## src/design/ibot_pkg.sv

```systemverilog
// ----------------------------------------------------------------------------
// ibot_pkg
// Shared types, codes and helpers of the image buffer ownership tracker.
// ----------------------------------------------------------------------------
package ibot_pkg;

	localparam int MAX_IMAGES_DEF = 16;
	localparam int RESULT_CAP     = 16;
	localparam int ID_W           = 32;
	localparam int STATUS_W       = 3;

	// configuration register indexes
	localparam logic [0:0] CFG_PRODUCER_SIDE = 1'b0;
	localparam logic [0:0] CFG_CHECKS        = 1'b1;

	typedef enum logic [2:0] {
		CMD_ADD     = 3'd0,
		CMD_REMOVE  = 3'd1,
		CMD_ACQUIRE = 3'd2,
		CMD_PRESENT = 3'd3,
		CMD_RELEASE = 3'd4,
		CMD_FLUSH   = 3'd5
	} cmd_t;

	typedef enum logic [3:0] {
		ERR_OK                    = 4'd0,
		ERR_ADD_DUP               = 4'd1,
		ERR_REMOVE_ABSENT         = 4'd2,
		ERR_REMOVE_PRESENTED      = 4'd3,
		ERR_PRESENT_ABSENT        = 4'd4,
		ERR_PRESENT_NOT_ACQUIRED  = 4'd5,
		ERR_PRESENT_PRESENTED     = 4'd6,
		ERR_RELEASE_ABSENT        = 4'd7,
		ERR_RELEASE_NOT_ACQUIRED  = 4'd8,
		ERR_RELEASE_NOT_PRESENTED = 4'd9,
		ERR_POOL_FULL             = 4'd10
	} err_t;

	typedef enum logic [1:0] {
		PLACE_PROD_WAIT = 2'd0,
		PLACE_PROD_HELD = 2'd1,
		PLACE_CONS_WAIT = 2'd2,
		PLACE_CONS_HELD = 2'd3
	} place_t;

	typedef enum logic [3:0] {
		ST_IDLE,
		ST_SCAN,
		ST_EXEC,
		ST_CMP,
		ST_ACQ_RQ,
		ST_ACQ_RS,
		ST_ACQ_DO,
		ST_FL_CHK,
		ST_FL_RQ,
		ST_FL_RS,
		ST_FL_DO,
		ST_EMIT
	} state_t;

	typedef struct packed {
		place_t            place;
		logic [ID_W-1:0]   id;
	} slot_t;

	typedef struct packed {
		logic                last;
		logic                flushed;
		logic [STATUS_W-1:0] status;
		logic                completion;
		logic                acquired;
		err_t                err;
		logic [ID_W-1:0]     id;
	} res_t;

	function automatic res_t make_res(input logic [ID_W-1:0] id, input err_t err,
			input logic acq, input logic comp, input logic [STATUS_W-1:0] st,
			input logic fl, input logic last);
		res_t r;
		r.id         = id;
		r.err        = err;
		r.acquired   = acq;
		r.completion = comp;
		r.status     = st;
		r.flushed    = fl;
		r.last       = last;
		return r;
	endfunction

endpackage

```

## src/design/image_buffer_ownership_tracker_unit.sv

```systemverilog
// ----------------------------------------------------------------------------
// image_buffer_ownership_tracker_unit
// Ownership tracker for a pool of image buffers shared by producer and consumer.
// ----------------------------------------------------------------------------
// One command is worked at a time. Add, remove, present and release first scan
// the slot memory for the image id, one entry per cycle; a remove of a
// producer-waiting image adds a compaction walk over the producer queue memory.
// Acquire reads the queue, then the slot, unless the queue is empty; a flush
// reads the consumer queue, then the slot, for each completed image, capped at
// 16 completions. The result register lets the next command be taken while
// a result still waits. No clearing pass after reset: slot valid and
// present-pending bits are flip-flops, the queues use counts.
// ----------------------------------------------------------------------------
module image_buffer_ownership_tracker_unit
	import ibot_pkg::*;
#(
	parameter int MAX_IMAGES = MAX_IMAGES_DEF
) (
	input  logic        clk,
	input  logic        arst_n,
	input  logic        s_tvalid,
	output logic        s_tready,
	// command[2:0], image_id[34:3], release_status[37:35], zero fill
	input  logic [39:0] s_tdata,
	output logic        m_tvalid,
	input  logic        m_tready,
	// result_id[31:0], error_code[35:32], acquired[36], completion[37],
	// completion_status[40:38], flushed[41], zero fill
	output logic [47:0] m_tdata,
	output logic        m_tlast,
	input  logic        cfg_we,
	input  logic [0:0]  cfg_index,
	input  logic [0:0]  cfg_data
);

	localparam int IDXW = $clog2(MAX_IMAGES);
	localparam int CNTW = $clog2(MAX_IMAGES + 1);

	// index arithmetic on the circular queues
	function automatic logic [IDXW-1:0] wrap_inc(input logic [IDXW-1:0] p);
		return (p == IDXW'(MAX_IMAGES - 1)) ? '0 : p + 1'b1;
	endfunction

	function automatic logic [IDXW-1:0] tail_of(input logic [IDXW-1:0] h,
			input logic [CNTW-1:0] c);
		logic [CNTW:0] s;
		s = (CNTW+1)'(h) + (CNTW+1)'(c);
		return (s >= (CNTW+1)'(MAX_IMAGES)) ? IDXW'(s - (CNTW+1)'(MAX_IMAGES)) : IDXW'(s);
	endfunction

	state_t state_q, state_d;

	cmd_t                cmd_q, cmd_d;
	logic [ID_W-1:0]     id_q, id_d;
	logic [STATUS_W-1:0] status_q, status_d;
	logic                producer_side_q, checks_q;

	logic [MAX_IMAGES-1:0] valid_q, valid_d, pend_q, pend_d;
	logic [IDXW-1:0] ph_q, ph_d, ch_q, ch_d;
	logic [CNTW-1:0] pc_q, pc_d, cc_q, cc_d;

	// slot scan results
	logic [CNTW-1:0] scan_q, scan_d;
	logic            hit_q, hit_d, free_q, free_d;
	logic [IDXW-1:0] hit_idx_q, hit_idx_d, free_idx_q, free_idx_d;
	place_t          hit_place_q, hit_place_d;
	logic [IDXW-1:0] cmp_idx;

	// compaction walk and flush bookkeeping
	logic [IDXW-1:0] rp_q, rp_d, wp_q, wp_d;
	logic [CNTW-1:0] ci_q, ci_d, cj_q, cj_d;
	logic            cmp_v_s1, cmp_v_d;
	logic [IDXW-1:0] fl_idx_q, fl_idx_d;
	logic [CNTW-1:0] fl_left_q, fl_left_d;
	logic            more_q, more_d;

	res_t res_q, res_d, out_q;
	logic out_valid_q, emit_en, can_emit;

	// memory ports
	logic            slot_we, slot_re;
	logic [IDXW-1:0] slot_waddr, slot_raddr;
	slot_t           slot_wdata, slot_rdata;
	logic            pq_we, pq_re, cq_we, cq_re;
	logic [IDXW-1:0] pq_waddr, pq_raddr, pq_wdata, pq_rdata;
	logic [IDXW-1:0] cq_waddr, cq_raddr, cq_wdata, cq_rdata;

	cmd_t in_cmd;
	assign in_cmd = cmd_t'(s_tdata[2:0]);

	ibot_ram #(.WIDTH($bits(slot_t)), .DEPTH(MAX_IMAGES)) u_slot_ram (
		.clk(clk), .we(slot_we), .waddr(slot_waddr), .wdata(slot_wdata),
		.re(slot_re), .raddr(slot_raddr), .rdata(slot_rdata)
	);

	ibot_ram #(.WIDTH(IDXW), .DEPTH(MAX_IMAGES)) u_pq_ram (
		.clk(clk), .we(pq_we), .waddr(pq_waddr), .wdata(pq_wdata),
		.re(pq_re), .raddr(pq_raddr), .rdata(pq_rdata)
	);

	ibot_ram #(.WIDTH(IDXW), .DEPTH(MAX_IMAGES)) u_cq_ram (
		.clk(clk), .we(cq_we), .waddr(cq_waddr), .wdata(cq_wdata),
		.re(cq_re), .raddr(cq_raddr), .rdata(cq_rdata)
	);

	assign s_tready = (state_q == ST_IDLE);
	assign can_emit = !out_valid_q || m_tready;
	assign cmp_idx  = IDXW'(scan_q - 1'b1);

	// producer errors read as ok while checking is off
	function automatic err_t perr(input logic chk, input err_t code);
		return chk ? code : ERR_OK;
	endfunction

	always_comb begin
		state_d     = state_q;
		cmd_d       = cmd_q;
		id_d        = id_q;
		status_d    = status_q;
		valid_d     = valid_q;
		pend_d      = pend_q;
		ph_d        = ph_q;
		pc_d        = pc_q;
		ch_d        = ch_q;
		cc_d        = cc_q;
		scan_d      = scan_q;
		hit_d       = hit_q;
		hit_idx_d   = hit_idx_q;
		hit_place_d = hit_place_q;
		free_d      = free_q;
		free_idx_d  = free_idx_q;
		rp_d        = rp_q;
		wp_d        = wp_q;
		ci_d        = ci_q;
		cj_d        = cj_q;
		cmp_v_d     = 1'b0;
		fl_idx_d    = fl_idx_q;
		fl_left_d   = fl_left_q;
		more_d      = more_q;
		res_d       = res_q;
		emit_en     = 1'b0;
		slot_we     = 1'b0;
		slot_re     = 1'b0;
		slot_waddr  = hit_idx_q;
		slot_raddr  = scan_q[IDXW-1:0];
		slot_wdata  = '{place: PLACE_PROD_HELD, id: id_q};
		pq_we       = 1'b0;
		pq_re       = 1'b0;
		pq_waddr    = tail_of(ph_q, pc_q);
		pq_raddr    = ph_q;
		pq_wdata    = hit_idx_q;
		cq_we       = 1'b0;
		cq_re       = 1'b0;
		cq_waddr    = tail_of(ch_q, cc_q);
		cq_raddr    = ch_q;
		cq_wdata    = hit_idx_q;

		unique case (state_q)
			ST_IDLE: begin
				if (s_tvalid) begin
					cmd_d    = in_cmd;
					id_d     = s_tdata[34:3];
					status_d = s_tdata[37:35];
					scan_d   = '0;
					hit_d    = 1'b0;
					free_d   = 1'b0;
					more_d   = 1'b0;
					unique case (in_cmd)
						CMD_ADD, CMD_REMOVE, CMD_PRESENT, CMD_RELEASE: state_d = ST_SCAN;
						CMD_ACQUIRE: state_d = ST_ACQ_RQ;
						CMD_FLUSH:   state_d = ST_FL_CHK;
						default: begin
							res_d   = make_res(s_tdata[34:3], ERR_OK, 1'b0, 1'b0, '0, 1'b0, 1'b1);
							state_d = ST_EMIT;
						end
					endcase
				end
			end

			ST_SCAN: begin
				if (scan_q < CNTW'(MAX_IMAGES)) begin
					slot_re    = 1'b1;
					slot_raddr = scan_q[IDXW-1:0];
				end
				if (scan_q != '0) begin
					if (valid_q[cmp_idx] && slot_rdata.id == id_q) begin
						hit_d       = 1'b1;
						hit_idx_d   = cmp_idx;
						hit_place_d = slot_rdata.place;
					end
					if (!valid_q[cmp_idx] && !free_q) begin
						free_d     = 1'b1;
						free_idx_d = cmp_idx;
					end
				end
				if (scan_q == CNTW'(MAX_IMAGES)) begin
					state_d = ST_EXEC;
				end else begin
					scan_d = scan_q + 1'b1;
				end
			end

			ST_EXEC: begin
				state_d = ST_EMIT;
				res_d   = make_res(id_q, ERR_OK, 1'b0, 1'b0, '0, 1'b0, 1'b1);
				unique case (cmd_q)
					CMD_ADD: begin
						if (hit_q) begin
							res_d.err = perr(checks_q, ERR_ADD_DUP);
						end else if (!free_q) begin
							res_d.err = ERR_POOL_FULL;
						end else begin
							valid_d[free_idx_q] = 1'b1;
							pend_d[free_idx_q]  = 1'b0;
							slot_we    = 1'b1;
							slot_waddr = free_idx_q;
							slot_wdata = '{place: producer_side_q ? PLACE_PROD_WAIT
								: PLACE_PROD_HELD, id: id_q};
							if (producer_side_q && pc_q < CNTW'(MAX_IMAGES)) begin
								pq_we    = 1'b1;
								pq_wdata = free_idx_q;
								pc_d     = pc_q + 1'b1;
							end
						end
					end
					CMD_REMOVE: begin
						if (!hit_q) begin
							res_d.err = perr(checks_q, ERR_REMOVE_ABSENT);
						end else if (hit_place_q == PLACE_CONS_WAIT
								|| hit_place_q == PLACE_CONS_HELD) begin
							res_d.err = perr(checks_q, ERR_REMOVE_PRESENTED);
						end else begin
							valid_d[hit_idx_q] = 1'b0;
							pend_d[hit_idx_q]  = 1'b0;
							if (hit_place_q == PLACE_PROD_WAIT) begin
								// drop the entry from the producer queue
								rp_d    = ph_q;
								wp_d    = ph_q;
								ci_d    = '0;
								cj_d    = '0;
								state_d = ST_CMP;
							end
						end
					end
					CMD_PRESENT: begin
						if (!hit_q) begin
							res_d.err = perr(checks_q, ERR_PRESENT_ABSENT);
						end else if (hit_place_q == PLACE_PROD_WAIT) begin
							res_d.err = perr(checks_q, ERR_PRESENT_NOT_ACQUIRED);
						end else if (hit_place_q != PLACE_PROD_HELD) begin
							res_d.err = perr(checks_q, ERR_PRESENT_PRESENTED);
						end else begin
							slot_we    = 1'b1;
							slot_wdata = '{place: producer_side_q ? PLACE_CONS_HELD
								: PLACE_CONS_WAIT, id: id_q};
							if (!producer_side_q && cc_q < CNTW'(MAX_IMAGES)) begin
								cq_we = 1'b1;
								cc_d  = cc_q + 1'b1;
							end
							pend_d[hit_idx_q] = 1'b1;
						end
					end
					CMD_RELEASE: begin
						if (!hit_q) begin
							res_d.err = ERR_RELEASE_ABSENT;
						end else if (hit_place_q == PLACE_CONS_WAIT) begin
							res_d.err = ERR_RELEASE_NOT_ACQUIRED;
						end else if (hit_place_q != PLACE_CONS_HELD) begin
							res_d.err = ERR_RELEASE_NOT_PRESENTED;
						end else begin
							slot_we    = 1'b1;
							slot_wdata = '{place: producer_side_q ? PLACE_PROD_WAIT
								: PLACE_PROD_HELD, id: id_q};
							if (producer_side_q && pc_q < CNTW'(MAX_IMAGES)) begin
								pq_we = 1'b1;
								pc_d  = pc_q + 1'b1;
							end
							res_d.completion  = pend_q[hit_idx_q];
							res_d.status      = pend_q[hit_idx_q] ? status_q : '0;
							pend_d[hit_idx_q] = 1'b0;
						end
					end
					default: begin
					end
				endcase
			end

			ST_CMP: begin
				if (cmp_v_s1 && pq_rdata != hit_idx_q) begin
					pq_we    = 1'b1;
					pq_waddr = wp_q;
					pq_wdata = pq_rdata;
					wp_d     = wrap_inc(wp_q);
					cj_d     = cj_q + 1'b1;
				end
				if (ci_q < pc_q) begin
					pq_re    = 1'b1;
					pq_raddr = rp_q;
					rp_d     = wrap_inc(rp_q);
					ci_d     = ci_q + 1'b1;
					cmp_v_d  = 1'b1;
				end else if (!cmp_v_s1) begin
					pc_d    = cj_q;
					state_d = ST_EMIT;
				end
			end

			ST_ACQ_RQ: begin
				if ((producer_side_q ? pc_q : cc_q) == '0) begin
					res_d   = make_res('0, ERR_OK, 1'b0, 1'b0, '0, 1'b0, 1'b1);
					state_d = ST_EMIT;
				end else begin
					pq_re   = producer_side_q;
					cq_re   = !producer_side_q;
					state_d = ST_ACQ_RS;
				end
			end

			ST_ACQ_RS: begin
				slot_re    = 1'b1;
				slot_raddr = producer_side_q ? pq_rdata : cq_rdata;
				fl_idx_d   = slot_raddr;
				state_d    = ST_ACQ_DO;
			end

			ST_ACQ_DO: begin
				slot_we    = 1'b1;
				slot_waddr = fl_idx_q;
				slot_wdata = '{place: producer_side_q ? PLACE_PROD_HELD
					: PLACE_CONS_HELD, id: slot_rdata.id};
				if (producer_side_q) begin
					ph_d = wrap_inc(ph_q);
					pc_d = pc_q - 1'b1;
				end else begin
					ch_d = wrap_inc(ch_q);
					cc_d = cc_q - 1'b1;
				end
				res_d   = make_res(slot_rdata.id, ERR_OK, 1'b1, 1'b0, '0, 1'b0, 1'b1);
				state_d = ST_EMIT;
			end

			ST_FL_CHK: begin
				if (producer_side_q || cc_q == '0) begin
					res_d   = make_res('0, ERR_OK, 1'b0, 1'b0, '0, 1'b0, 1'b1);
					state_d = ST_EMIT;
				end else begin
					fl_left_d = (int'(cc_q) > RESULT_CAP) ? CNTW'(RESULT_CAP) : cc_q;
					state_d   = ST_FL_RQ;
				end
			end

			ST_FL_RQ: begin
				cq_re   = 1'b1;
				state_d = ST_FL_RS;
			end

			ST_FL_RS: begin
				slot_re    = 1'b1;
				slot_raddr = cq_rdata;
				fl_idx_d   = cq_rdata;
				state_d    = ST_FL_DO;
			end

			ST_FL_DO: begin
				slot_we    = 1'b1;
				slot_waddr = fl_idx_q;
				slot_wdata = '{place: PLACE_PROD_HELD, id: slot_rdata.id};
				pend_d[fl_idx_q] = 1'b0;
				ch_d      = wrap_inc(ch_q);
				cc_d      = cc_q - 1'b1;
				fl_left_d = fl_left_q - 1'b1;
				more_d    = (fl_left_q != CNTW'(1));
				res_d     = make_res(slot_rdata.id, ERR_OK, 1'b0, pend_q[fl_idx_q], '0,
					pend_q[fl_idx_q], fl_left_q == CNTW'(1));
				state_d   = ST_EMIT;
			end

			ST_EMIT: begin
				if (can_emit) begin
					emit_en = 1'b1;
					state_d = more_q ? ST_FL_RQ : ST_IDLE;
				end
			end

			default: state_d = ST_IDLE;
		endcase
	end

	always_ff @(posedge clk or negedge arst_n) begin
		if (!arst_n) begin
			state_q     <= ST_IDLE;
			valid_q     <= '0;
			pend_q      <= '0;
			ph_q        <= '0;
			pc_q        <= '0;
			ch_q        <= '0;
			cc_q        <= '0;
			cmp_v_s1    <= 1'b0;
			more_q      <= 1'b0;
			out_valid_q <= 1'b0;
		end else begin
			state_q  <= state_d;
			valid_q  <= valid_d;
			pend_q   <= pend_d;
			ph_q     <= ph_d;
			pc_q     <= pc_d;
			ch_q     <= ch_d;
			cc_q     <= cc_d;
			cmp_v_s1 <= cmp_v_d;
			more_q   <= more_d;
			if (emit_en) begin
				out_valid_q <= 1'b1;
			end else if (m_tready) begin
				out_valid_q <= 1'b0;
			end
		end
	end

	// configuration registers
	always_ff @(posedge clk or negedge arst_n) begin
		if (!arst_n) begin
			producer_side_q <= 1'b0;
			checks_q        <= 1'b1;
		end else if (cfg_we) begin
			unique case (cfg_index)
				CFG_PRODUCER_SIDE: producer_side_q <= cfg_data[0];
				CFG_CHECKS:        checks_q        <= cfg_data[0];
				default: begin
				end
			endcase
		end
	end

	// payload registers: no reset needed
	always_ff @(posedge clk) begin
		cmd_q       <= cmd_d;
		id_q        <= id_d;
		status_q    <= status_d;
		scan_q      <= scan_d;
		hit_q       <= hit_d;
		hit_idx_q   <= hit_idx_d;
		hit_place_q <= hit_place_d;
		free_q      <= free_d;
		free_idx_q  <= free_idx_d;
		rp_q        <= rp_d;
		wp_q        <= wp_d;
		ci_q        <= ci_d;
		cj_q        <= cj_d;
		fl_idx_q    <= fl_idx_d;
		fl_left_q   <= fl_left_d;
		res_q       <= res_d;
		if (emit_en) begin
			out_q <= res_q;
		end
	end

	assign m_tvalid = out_valid_q;
	assign m_tlast  = out_q.last;
	assign m_tdata  = {6'b0, out_q.flushed, out_q.status, out_q.completion,
		out_q.acquired, out_q.err, out_q.id};

`ifndef SYNTHESIS
	// queue fill never passes the pool size
	a_counts: assert property (@(posedge clk) disable iff (!arst_n)
		pc_q <= CNTW'(MAX_IMAGES) && cc_q <= CNTW'(MAX_IMAGES))
		else $error("wait queue count out of range");

	// a new result never overwrites one that is still waiting
	a_no_overwrite: assert property (@(posedge clk) disable iff (!arst_n)
		emit_en |-> (!out_valid_q || m_tready))
		else $error("result register overwritten");

	// a scan hit always names a live slot
	a_hit_valid: assert property (@(posedge clk) disable iff (!arst_n)
		(state_q == ST_EXEC && hit_q) |-> valid_q[hit_idx_q])
		else $error("scan hit on an empty slot");
`endif

endmodule

```

## src/design/ibot_ram.sv

```systemverilog
// ----------------------------------------------------------------------------
// ibot_ram
// Generic single write, single read RAM with registered read data.
// ----------------------------------------------------------------------------
module ibot_ram #(
	parameter int WIDTH = 8,
	parameter int DEPTH = 16
) (
	input  logic                     clk,
	input  logic                     we,
	input  logic [$clog2(DEPTH)-1:0] waddr,
	input  logic [WIDTH-1:0]         wdata,
	input  logic                     re,
	input  logic [$clog2(DEPTH)-1:0] raddr,
	output logic [WIDTH-1:0]         rdata
);

	logic [WIDTH-1:0] mem [DEPTH];

	always_ff @(posedge clk) begin
		if (we) begin
			mem[waddr] <= wdata;
		end
		if (re) begin
			rdata <= mem[raddr];
		end
	end

endmodule

```

## config.mk

```make
export PLATFORM = sky130hd
export DESIGN_NAME = image_buffer_ownership_tracker_unit
export DESIGN_NICKNAME = d
export VERILOG_FILES = /design/src/design/ibot_pkg.sv /design/src/design/image_buffer_ownership_tracker_unit.sv /design/src/design/ibot_ram.sv
export SDC_FILE = /design/constraint.sdc
export NUM_CORES = 1
export LEC_CHECK = 0
export BUFFER_PORTS_ARGS = -buffer_cell sky130_fd_sc_hd__buf_2
export CAP_MARGIN = 10
export CORE_MARGIN = 3
export CORE_UTILIZATION = 55
export CTS_CLUSTER_DIAMETER = 60
export DETAILED_ROUTE_END_ITERATION = 12
export GPL_ROUTABILITY_DRIVEN = 0
export PLACE_DENSITY = 0.78
export SLEW_MARGIN = 25
export SYNTH_ARGS = -nofsm -noshare
export SYNTH_HDL_FRONTEND = slang
export SYNTH_SLANG_ARGS = --single-unit
```

## constraint.sdc

```tcl
create_clock -name clk -period 11.38 [get_ports clk]
set_input_delay 1.707 -clock clk [delete_from_list [all_inputs] [get_ports clk]]
set_output_delay 1.707 -clock clk [all_outputs]
set_load 0.05 [all_outputs]
```

Yosys cells after proc, flatten, opt, wreduce, memory -nomap -nowiden. Memory sizes are Yosys's and may differ from the RTL's. A register that Yosys moved wholly into a read port is not among the register bits. Cells that the tools add are included.

Bits in registers: 227. Latch bits: 0. Memory bits (writable): 672. Memory bits (read-only): 0. Output and inout port bits: 51. Logic and storage cells: 416. Memories kept: 3.

Add/sub/neg operators: 17. Multiply operators: 0. Div/mod/pow operators: 0. $lt $le $gt $ge: 14. Eq/ne operators: 73. Shift-type cells: 0. Multiplexer cells: 200. Bitwise logic cells: 10. Reductions and logical operators: 58.

Memories: u_slot_ram.mem (words 16, width 34, rd ports 1, clocked after Yosys merged registers in 1, wr ports 1, RTL line ibot_ram.sv:18) `logic [WIDTH-1:0] mem [DEPTH];`; u_cq_ram.mem (words 16, width 4, rd ports 1, clocked after Yosys merged registers in 1, wr ports 1, RTL line ibot_ram.sv:18); u_pq_ram.mem (words 16, width 4, rd ports 1, clocked after Yosys merged registers in 1, wr ports 1, RTL line ibot_ram.sv:18).

Operator list (number): 43-bit one-hot mux with 6 select lines (1); 16-bit 2-to-1 mux (14); 34-bit one-hot mux with 3 select lines (2); 4-bit 2-to-1 mux (46); 43-bit 2-to-1 mux (4); 33-bit 2-to-1 mux (5); 5-bit 2-to-1 mux (26); 34-bit 2-to-1 mux (3); 16-bit AND (4); 16-bit one-hot mux with 2 select lines (2); 16-bit one-hot mux with 4 select lines (1); 2-bit inequality test, second input constant (28); 4-bit one-hot mux with 2 select lines (7); 1-bit 2-to-1 mux (50); 5-bit one-hot mux with 2 select lines (5); 16-bit inverter (3); 4-bit one-hot mux with 11 select lines (1); 32-bit equality test (1); 4-bit equality test, second input constant (8); 16-bit OR (2); 3-bit inequality test, second input constant (10); 5-bit one-hot mux with 3 select lines (2); 5-bit by 1-bit adder with 5-bit output, second input constant (5); 3-bit 2-to-1 mux (7); other kinds (54) (135).

Depth between registers and ports, before layout.
Word-level depth: 11. Depth in mapped cells: 13.

By module. Synthesis repeated with hierarchy kept, for this count alone.

Cells, all modules: 2348. Area total of the unflattened synthesis: 39639.3 µm².

Modules (own cells, without submodules): ibot_ram at u_slot_ram (times used 1, cells each 888, area an instance 21416.8 µm², seq. area each 17356.6 µm²); image_buffer_ownership_tracker_unit (times used 1, cells each 1200, area an instance 12809.8 µm², seq. area each 6522.5 µm²); ibot_ram at u_cq_ram ... (times used 2, cells each 130, area an instance 2706.3 µm², seq. area each 2042.0 µm²).

Least setup slack after synthesis. Ideal clock, no wire load.

Path kind: input to register. Start: input port m_tready. End: register out_q (netlist bit m_tdata[0]) (enable). Library setup time: 0.506 ns. Data arrival time: 5.018 ns. Data required time: 10.874 ns. Slack: 5.856 ns. Stages: 2. Path buffers: 0. Path through: nand2b_1 -> nor3b_1.

Word-level cells in the longest chain between the ends: 3.

RTL lines: start: declaration (RTL line image_buffer_ownership_tracker_unit.sv:26) `input logic m_tready,`; 1-bit logical OR (RTL line image_buffer_ownership_tracker_unit.sv:107) `assign can_emit = !out_valid_q || m_tready;`; 1-bit 2-to-1 mux (RTL line image_buffer_ownership_tracker_unit.sv:379) `if (can_emit) begin`; 1-bit 2-to-1 mux (RTL line image_buffer_ownership_tracker_unit.sv:158) `unique case (state_q)`; named net emit_en (RTL line image_buffer_ownership_tracker_unit.sv:78) `logic out_valid_q, emit_en, can_emit;`; end signal: assignment (RTL line image_buffer_ownership_tracker_unit.sv:453) `out_q <= res_q;`; end: declaration (RTL line image_buffer_ownership_tracker_unit.sv:77) `res_t res_q, res_d, out_q;`.

The timed path passes the listed nets, and every way through them passes these cells. A chain may end at the register's enable or synchronous reset.

Final worst setup path.
Start: register producer_side_q. End: register u_slot_ram.rdata[29], read port of u_slot_ram.mem, data pin.

Word-level cells in the longest chain between the ends: 2.

RTL lines: start: declaration (RTL line image_buffer_ownership_tracker_unit.sv:56) `logic producer_side_q, checks_q;`; start signal: assignment (RTL line image_buffer_ownership_tracker_unit.sv:426) `CFG_PRODUCER_SIDE: producer_side_q <= cfg_data[0];`; 4-bit 2-to-1 mux (RTL line image_buffer_ownership_tracker_unit.sv:321) `slot_raddr = producer_side_q ? pq_rdata : cq_rdata;`; 4-bit one-hot mux with 2 select lines (RTL line image_buffer_ownership_tracker_unit.sv:158); end: declaration (RTL line ibot_ram.sv:15) `output logic [WIDTH-1:0] rdata`.

No other way between the ends.

==> parameters.txt <==
Parameter                              Value

Floorplan
  Starting Density    0.556
  Horizontal die dimension    ~270 microns
  Placement row count    97
  Vert. Die Dim    ~270 microns
  Die area    0.0741 sq mm
  Core footprint    about 0.07 sq mm
  Top Ports    98

Routing
  First-pass detailed-route iteration total    6
  Detailed-route wire length per cell    27.0 microns
  Number of DRC markers after the initial detailed-route iteration    3002
  Number of vias in the routed layout    approximately 23000
  Final wirelength    about 94000 microns
  Post-DR vias/cell    6.54
  Post-route ant nets    0
  DRC violation count after routing    0

Setup path
  Maximum net fanout on the critical path    between 60 and 70
  Required time at the endpoint of the critical path    11.75 ns
  Worst setup SP type    flip-flop
  Cell-by-cell trace of the critical path    inv_1 > nor3_1 > a22oi_1 > nand2_4 > buf_4 > buf_4 > mux4_2 > a22oi_1 > nand3_1
  Critical Path End Type    flip-flop
  Slowest cell on the critical path    dfrtp_1
  Crit Path Class    flip-flop to flip-flop
  Largest stage delay on the critical path    about 0.84 ns
  Data arrival time of the critical path    roughly 5.4 ns

GRT
  Global Route met2 Usage    0.414
  Initial antenna violation count    2
  Met1 usage    0.338
  Grt ovf    0
  Number of global-route vias before repair    roughly 23000
  Maximum number of pins on one net before global-route repair    just over 60
  Grt peak-use layer    met2
  All-layer global routing usage    0.254
  First-pass GRT wire length    about 140000 microns
  Global-route met3 utilization    0.0502

Cells and area
  Most common cell after layout, fill and taps aside    edfxtp_1
  Share of post-route cells with drive strength above 1    0.198
  Area of all sequential standard cells    approximately 0.028 sq mm
  Leading cell types in the layout, fill and taps excluded    882 x edfxtp_1, 241 x nand2_1, 171 x mux4_2
  N_diodes    0
  Final design area excluding fillers    0.0436 sq mm
  Area growth syn-to-layout    11.8%
  Final cell utilization of the core    0.622
  Number of nets in the final layout    about 2600
  FILL cells    approximately 4800
  Area of the multi-input gates    about 0.011 sq mm

STA
  Setup slack of the critical path after layout    6.37 ns
  Maximum frequency from static timing analysis    ~200 MHz
  Max-slew violation count    0
  RSZ-0062 raised after global routing    no
  Fin Clk Skew    about 0.038 ns
  Fraction of the cycle the final worst path needs    0.440
  Number of setup violations in the final report    0
  Total count of hold-check failures in the final report    0
  Aggregate negative setup slack    0 ns
  Final critical path time including I/O delays and setup    between 5 and 6 ns
  Slew Limit Headroom    0.306
  Pin slew with the least headroom to its limit    ~1.0 ns

Clock tree
  Clock tree from TritonCTS    built
  Total clock buffers created by CTS    93
  Clock transition at path regs    0.06 ns
  Maximum number of buffers from clock root to sink    3
  Clock latency reported for the late side of the worst-skew pair    about 0.66 ns
  Cts hold-fix bufs    0
  Clock Sink Count    between 900 and 1000
  Resized cells post-CTS    0
  Cell chosen for the clock root    clkbuf_16
  H-tree levels    3
  Total setup buffers inserted after CTS    0

Pwr
  Net switching power    around 3.7 mW
  Internal power    between 7 and 8 mW
  Part of the power in registers    0.434
  Relative contribution of combinational cells to total power    0.300
  Power density over the cells    ~250 mW/mm^2
  Switch share    0.337
  Share of power burned in the clock network    0.266
  IR drop worst, VDD    about 0.27 mV
  Leakage power figure    approximately 15 nW

Synthesis
  Yosys warning total    0
  Count of flip-flops with a built-in enable after synthesis    882
  Mean area per synthesized cell    16.5 sq um
  Share of synthesized area occupied by flip-flops and latches    0.717
  Count of different cell masters after synthesis    66
  Synthesized flop and latch total    around 940
  Proportion of register bits with asynchronous set or reset after synthesis    0.0627
  Gate count of the mapped netlist    between 2000 and 2500
  Most frequently used flop master after synthesis    edfxtp_1
  Synthesized cell area    approximately 0.04 sq mm

Placement
  Input/output buffers    89
  Detailed-placement wirelength estimate    52000 microns
  Pre-CTS worst setup slack    about 6.6 ns
  Post-placement cell area    roughly 0.04 sq mm

Job
  Max_cap viols    0

Outcome
  Outcome    complete, no violations

Worst hold path
  Worst hold path class    flip-flop to flip-flop
-- cell type report --
class,instances,share of cell area
clock buffers,125,0.0568
clock inverters,46,0.0101
inverters,48,0.00413
multi-input cells,1256,0.241
flip-flops and latches,941,0.641
well taps,940,0.0270
repair buffers,142,0.0197
-- final timing paths --
path | start | to | slack [ns] | cells after the start
max in group asynchronous | arst_n | pend_q[3] | 9.59 | 2
max reg2reg | producer_side_q | u_slot_ram.rdata[29] | 6.37 | 9
max | producer_side_q | u_slot_ram.rdata[29] | 6.37 | 9
min | res_q[34] | m_tdata[34] | 0.42 | 0
min in group asynchronous | arst_n | pc_q[0] | 1.23 | 2
min reg2reg | res_q[34] | m_tdata[34] | 0.42 | 0
-- registers in the layout (all words and copies together) (netlist names), 5 cells and up --
name,count
u_slot_ram.mem,544
pend_q,16
pc_q,5
fl_left_q,5
cc_q,5
res_q,43
scan_q,5
ci_q,5
cj_q,5
id_q,32
u_cq_ram.mem,64
u_pq_ram.mem,64
m_tdata,42
u_slot_ram.rdata,34
valid_q,16
-- routing by layer --
metal / routed length [microns] / vias to the layer above
met1: 33500 / 11471
met5: 13 / -
met3: 10600 / 252
met2: 46500 / 1601
li1: - / 9538
met4: 3820 / 2
-- power groups by stage --
stage	combinational (mW)	clock, mW	sequential, mW
floorplan	2.25	0	4.80
global placement	3.12	0	4.80
detailed placement	3.22	0	4.82
CTS	3.27	2.96	4.76
global route	3.52	3.09	4.80
finish	3.29	2.92	4.77
-- cells in the mapped netlist (8+ instances only) --
| library cell | number | area share |
|---|---|---|
| clkbuf_1 | 87 | 0.0084 |
| edfxtp_1 | 882 | 0.68 |
| or2_2 | 9 | 0.0014 |
| a31oi_1 | 12 | 0.0019 |
| nand2_1 | 245 | 0.024 |
| ha_1 | 27 | 0.0087 |
| nand2b_1 | 18 | 0.0029 |
| a222oi_1 | 18 | 0.0046 |
| nor2b_1 | 19 | 0.0030 |
| o22ai_1 | 21 | 0.0034 |
| buf_2 | 18 | 0.0023 |
| buf_4 | 11 | 0.0021 |
| and3_1 | 10 | 0.0016 |
| xnor2_1 | 25 | 0.0056 |
| mux2_2 | 13 | 0.0038 |
| a22oi_1 | 69 | 0.013 |
| a32oi_1 | 10 | 0.0022 |
| a21o_1 | 10 | 0.0019 |
| inv_1 | 46 | 0.0044 |
| xor2_1 | 45 | 0.010 |
| nor3_1 | 18 | 0.0023 |
| nand3_1 | 105 | 0.013 |
| and2_1 | 8 | 0.0013 |
| mux2i_1 | 39 | 0.010 |
| nor2_1 | 108 | 0.010 |
| nand4_1 | 11 | 0.0018 |
| a21oi_1 | 50 | 0.0064 |
| dfrtp_1 | 58 | 0.037 |
| o21ai_0 | 108 | 0.014 |
| nor4_1 | 10 | 0.0016 |
| mux4_2 | 171 | 0.099 |
-- stage by stage --
stage               instances  hold slack, ns  power [mW]
floorplan                2372           0.400        7.05
global placement         3322           0.402        7.92
detailed placement       3323           0.405        8.04
CTS                      3494           0.419        11.0
global route             3498           0.421        11.4
finish                   3498           0.418        11.0
-- critical path, delay by kind of cell, from the launching register on --
kind	cells	cell delay, ns
simple gates	3	0.97
buf+inv	3	1.90
flops	1	0.84
compound gates	2	0.49
mux	1	0.42
-- kinds of logic (layout without fill, tap and decap cells) --
family,after synthesis,count (layout),synth area share
buffers and inverters,175,361,0.0193
XOR/XNOR,70,70,0.0157
other,1,6,0.0000962
AND/OR/NAND/NOR,589,589,0.0692
flip-flops,941,941,0.717
adder cells (fa/ha/maj),31,31,0.0107
multiplexers,224,224,0.113
AO/OA/AOI/OAI,336,336,0.0551
(Power assumes the default switching activity.)
